[config.mk]
export PLATFORM = sky130hd
export DESIGN_NAME = mcfb_ram
export DESIGN_NICKNAME = d
export VERILOG_FILES = /design/src/design/mcfb_ram.sv
export SDC_FILE = /design/constraint.sdc
export NUM_CORES = 2
export LEC_CHECK = 0
export BUFFER_PORTS_ARGS = -buffer_cell sky130_fd_sc_hd__buf_2
export CORE_MARGIN = 8
export CORE_UTILIZATION = 65
export DETAILED_ROUTE_END_ITERATION = 8
export PLACE_DENSITY = 0.8
export SYNTH_ARGS = -nofsm -noshare
export SYNTH_HDL_FRONTEND = slang
export SYNTH_SLANG_ARGS = --single-unit
[constraint.sdc]
create_clock -name clock -period 5.05 [get_ports clock]
set_clock_uncertainty 0.05 [all_clocks]
set_input_delay 0.2525 -clock clock [delete_from_list [all_inputs] [get_ports clock]]
set_output_delay 0.2525 -clock clock [all_outputs]
set_load 0.005 [all_outputs]
[src/design/mcfb_ram.sv]
// Generic simple dual-port RAM: one write port, one read port with registered data.
// Depends on nothing.
module mcfb_ram #(
   parameter int WIDTH = 32,
   parameter int DEPTH = 128,
   localparam int AW   = (DEPTH > 1) ? $clog2(DEPTH) : 1
) (
   input  logic             clock,
   input  logic             wr_en,
   input  logic [AW-1:0]    wr_addr,
   input  logic [WIDTH-1:0] wr_data,
   input  logic             rd_en,
   input  logic [AW-1:0]    rd_addr,
   output logic [WIDTH-1:0] rd_data
);

   logic [WIDTH-1:0] mem_ff [DEPTH];
   logic [WIDTH-1:0] rd_data_ff;

   always_ff @(posedge clock) begin
      if (wr_en) begin
         mem_ff[wr_addr] <= wr_data;
      end
      if (rd_en) begin
         rd_data_ff <= mem_ff[rd_addr];
      end
   end

   assign rd_data = rd_data_ff;

endmodule

# Word-level counts from Yosys, hierarchy flattened
# Memories as Yosys holds them, arrays and structs flattened. A register that Yosys moved wholly into a read port is not among the register bits.
# Index checks and enable logic that the tools add are counted.
dict set report op_classes {
  magnitude_cmp 0
  div_mod_pow 0
  n_reduce_logical 0
  n_bitwise 0
  add_sub_neg 0
  mux 2
  multipliers 0
  eq_ne 0
  n_shift 0
}
# cell n
set ops {}
lappend ops {{1-bit two-way mux} 2}
dict set report word_totals {
  romBits 0
  mem_count 1
  mem_bits_rw 4096
  latch_bits 0
  inputBits 49
  ff_bits 0
}
# name depth word_bits rd rd_clocked_by_memory_dff wr line
set memory_table {}
lappend memory_table {mem_ff 128 32 1 1 1 17} ;# logic [WIDTH-1:0] mem_ff [DEPTH];

# Longest topological paths before layout
dict set report logic_depth {
  ltp_word 2
  mapped_depth 8
  mapped_depth_nobuf 4
}

# Least setup slack after synthesis
# Ideal clock, no wire load.
dict set report synth_timing {
  path_kind {input to register}
  from {input port wr_en}
  to {memory mem_ff[98][0] (enable)}
  path_slack_ns 1.509
  stages 3
  n_path_buf 1
  setup_ns 0.461
  arrival_time_ns 3.030
  path_cell_list {clkbuf_1 > nand4_1 > nor3_1}
}
dict set report synth_between {
  elab_chain_len 2
}
# element line
set synth_rtl {}
lappend synth_rtl {{start, declared} 9} ;# input logic wr_en,
lappend synth_rtl {{1-bit two-way mux} 21} ;# if (wr_en) begin
lappend synth_rtl {{1-bit two-way mux (implied by the code)} 22} ;# mem_ff[wr_addr] <= wr_data;
lappend synth_rtl {{end, declared} 17}
# Every way passes these cells.

==> out/metrics.yaml <==
overflow: 0
worst_ir_drop_vdd_uv: 540.7
max_freq_mhz: 322.3
cts.path.max_buffers: 4
crit_start: "rd_addr[0]"
utilization_pct: 73.60
cts.sinks: 4128
crit_end: "rd_data[16]$_DFFE_PP_"
pin_count: 81
r2r-start: "mem_ff[13][29]$_DFFE_PP_"
ant_nets: 0
yosysTopAreaCell: "edfxtp_1"
antenna_found_initial: 82
num_vias: 80110
worstSetupPathType: "input port to register"
rsz0062_at_grt: "false"
status: "finished clean"
slew_violations: 0
synth_cell_types: 16
intPower_mw: 56.07
rrSetupSlack_ps: 2030
grt_max_degree: 97
placed_cell_area_um2: 163600
hold_path_class: "input port to register"
grt_pass1_wl_mm: 667.5
clockPowerShare_pct: 42.0
area.growth.synth_to_final_pct: 12.83
synth.area.top_cells: "edfxtp_1 (79%), mux4_2 (19%), clkbuf_1 (0.44%), nor2_1 (0.29%), buf_2 (0.25%)"
seqPwrFrac_pct: 52.6
tightestPinTransition_ps: 1425
r2r-end: "rd_data[29]$_DFFE_PP_"
p_sw_mw: 16.21
die_w_um: 506.8
worstSkewPairLatency_ps: 1040
coreArea_um2: 240100
holdWs_ps: 182.7
cts_setup_buffers: 0
drv_cap: 0
dp_hpwl_mm: 246.0
hold_viol: 0
drc: 0
cpMaxStageDelayCell: "mux4_2"
finalSetupTns_ps: 0
rows: 180
post-route-period-util_pct: 61.45
seq_area_frac_synth_pct: 79.16
p_sw_share_pct: 22.43
wl_mm: 504.5
cts_tree: "yes"
crit_path_max_incr_delay_ps: 690
synth_top_area_share_pct: 79.16
die_h_um: 506.8
drtPass1Iterations: 6
drive_gt1_share_pct: 35.86
synth_cells: 5990
ys_warn_count: 0
drt_first_iter_violations: 16840
portBuffers: 80
cp-end-kind: "register"
grt_pass1_vias: 79170
fin_crit_ps: 3103
crit_chain: "buf_12 -> buf_4 -> mux4_2 -> mux4_2 -> mux4_2 -> mux2_2"
relSlewSlack_pct: 4.776
htree_levels: 5
worstPathArrival_ps: 3790
die_area_um2: 256900
cts_hold_buffers: 34
critPathMaxFanout: 55
post_cts_resized: 0
p_leak_nw: 54.41
power_frac_comb_pct: 5.5
p_per_area_nw_per_um2: 409.1
r2r_cells: 4
nets: 6543
cp_common_cell: "mux4_2"
cts_buffers: 401
clk_pin_slew_ps: 60
avgSynthCellArea_um2: 26.14
ys_ff_latch: 4128
synth_area_um2: 156600
syn-num-nets: 6039
cp-start-kind: "input port"
root_buffer: "clkbuf_16"
place_congestion: 0.8601
finalSetupViolCount: 0
routedWlPerCell_um: 50.26
cp_data_required_time_ps: 5740
start_util_pct: 65.23
groute.usage.overall_pct: 38.38
vias_per_cell: 7.980
stdcell_area_um2: 176700
-- area by class of cell --
class                           count  area (um2)
Antenna cell                       59       147.6
Clock buffer                      477       10430
Clock inverter                    226        2167
Fill cell                       11640       63390
Multi-Input combinational cell   1546       32290
Sequential cell                  4128      124000
Tap cell                         3185        3985
Timing Repair Buffer              417        3721
-- critical path, delay by kind of cell --
| family | cells | cell delay, ps |
|---|---|---|
| buffers and inverters | 2 | 1120 |
| multiplexers | 4 | 2270 |
-- cell usage in the layout (no fill, tap or decap), types with 4 or more instances in the layout --
cell type,count
edfxtp_1,4128
clkbuf_1,71
nor2b_1,7
nor3_2,9
dlygate4sd3_1,34
clkinvlp_4,8
clkinv_2,75
nand3_1,8
nand3_2,4
clkbuf_16,406
inv_6,6
buf_4,294
nand2_1,13
clkinv_1,88
nor2_4,119
buf_12,45
buf_2,40
diode_2,59
mux2_2,32
bufinv_16,41
mux4_2,1344
-- worst min path at each step --
stage	slack [ps]	depth (start not counted)	endpoint	from
after floorplan	300	0	mem_ff[0][0]$_DFFE_PP_	wr_data[0]
after CTS	80	3	mem_ff[79][1]$_DFFE_PP_	wr_addr[1]
final	180	3	mem_ff[79][8]$_DFFE_PP_	wr_addr[1]
after global placement	650	1	mem_ff[42][2]$_DFFE_PP_	wr_data[2]
after detailed placement	660	1	mem_ff[42][2]$_DFFE_PP_	wr_data[2]
after global routing	140	3	mem_ff[79][1]$_DFFE_PP_	wr_addr[1]
-- synthesized netlist by cell type --
master and instances:
buf_6 2, or3_1 1, nand2b_1 2, nor2_1 122
mux2_2 32, clkbuf_1 182, edfxtp_1 4128, nand3_1 12
buf_4 3, buf_2 79, mux4_2 1344, buf_1 50
nand4_1 3, nor2b_1 7, nor3_1 9, nand2_1 14
-- kinds of logic after synthesis --
group	Yosys count	synth area share, %
DFF	4128	79.16
muxes	1376	19.56
buffers and inverters	316	0.8373
and+or+nand+nor	170	0.4450
-- routing by layer --
layer	share of wire (%)	GRT usage (%)	wire [um]
met3	15	10.32	75740
met1	28	47.46	143300
met4	9.5	27.93	47990
met5	0.068	0	341
met2	47	59.40	237200
-- registers in the layout, summed over array words and instances, names as in the netlist --
| name | flops |
|---|---|
| mem_ff | 4096 |
| rd_data | 32 |
-- stage by stage --
step	setup WS [ps]	total power, mW	std cells
2_1_floorplan	1509	40.46	5990
3_3_place_gp	1191	42.18	9241
3_5_place_dp	1154	42.32	9242
4_1_cts	2070	71.84	9979
5_1_grt	1923	73.18	10010
6_report	1947	72.28	10040
-- power groups by stage --
stage	Clock, mW	Sequential [mW]	Combinational [mW]
final	30.3	38.0	3.95
after CTS	30.1	38.0	3.77
after floorplan	0	38.6	1.83
after global routing	31.3	38.0	3.91
after detailed placement	0	38.7	3.59
after global placement	0	38.7	3.47
(Power assumes the default switching activity.)
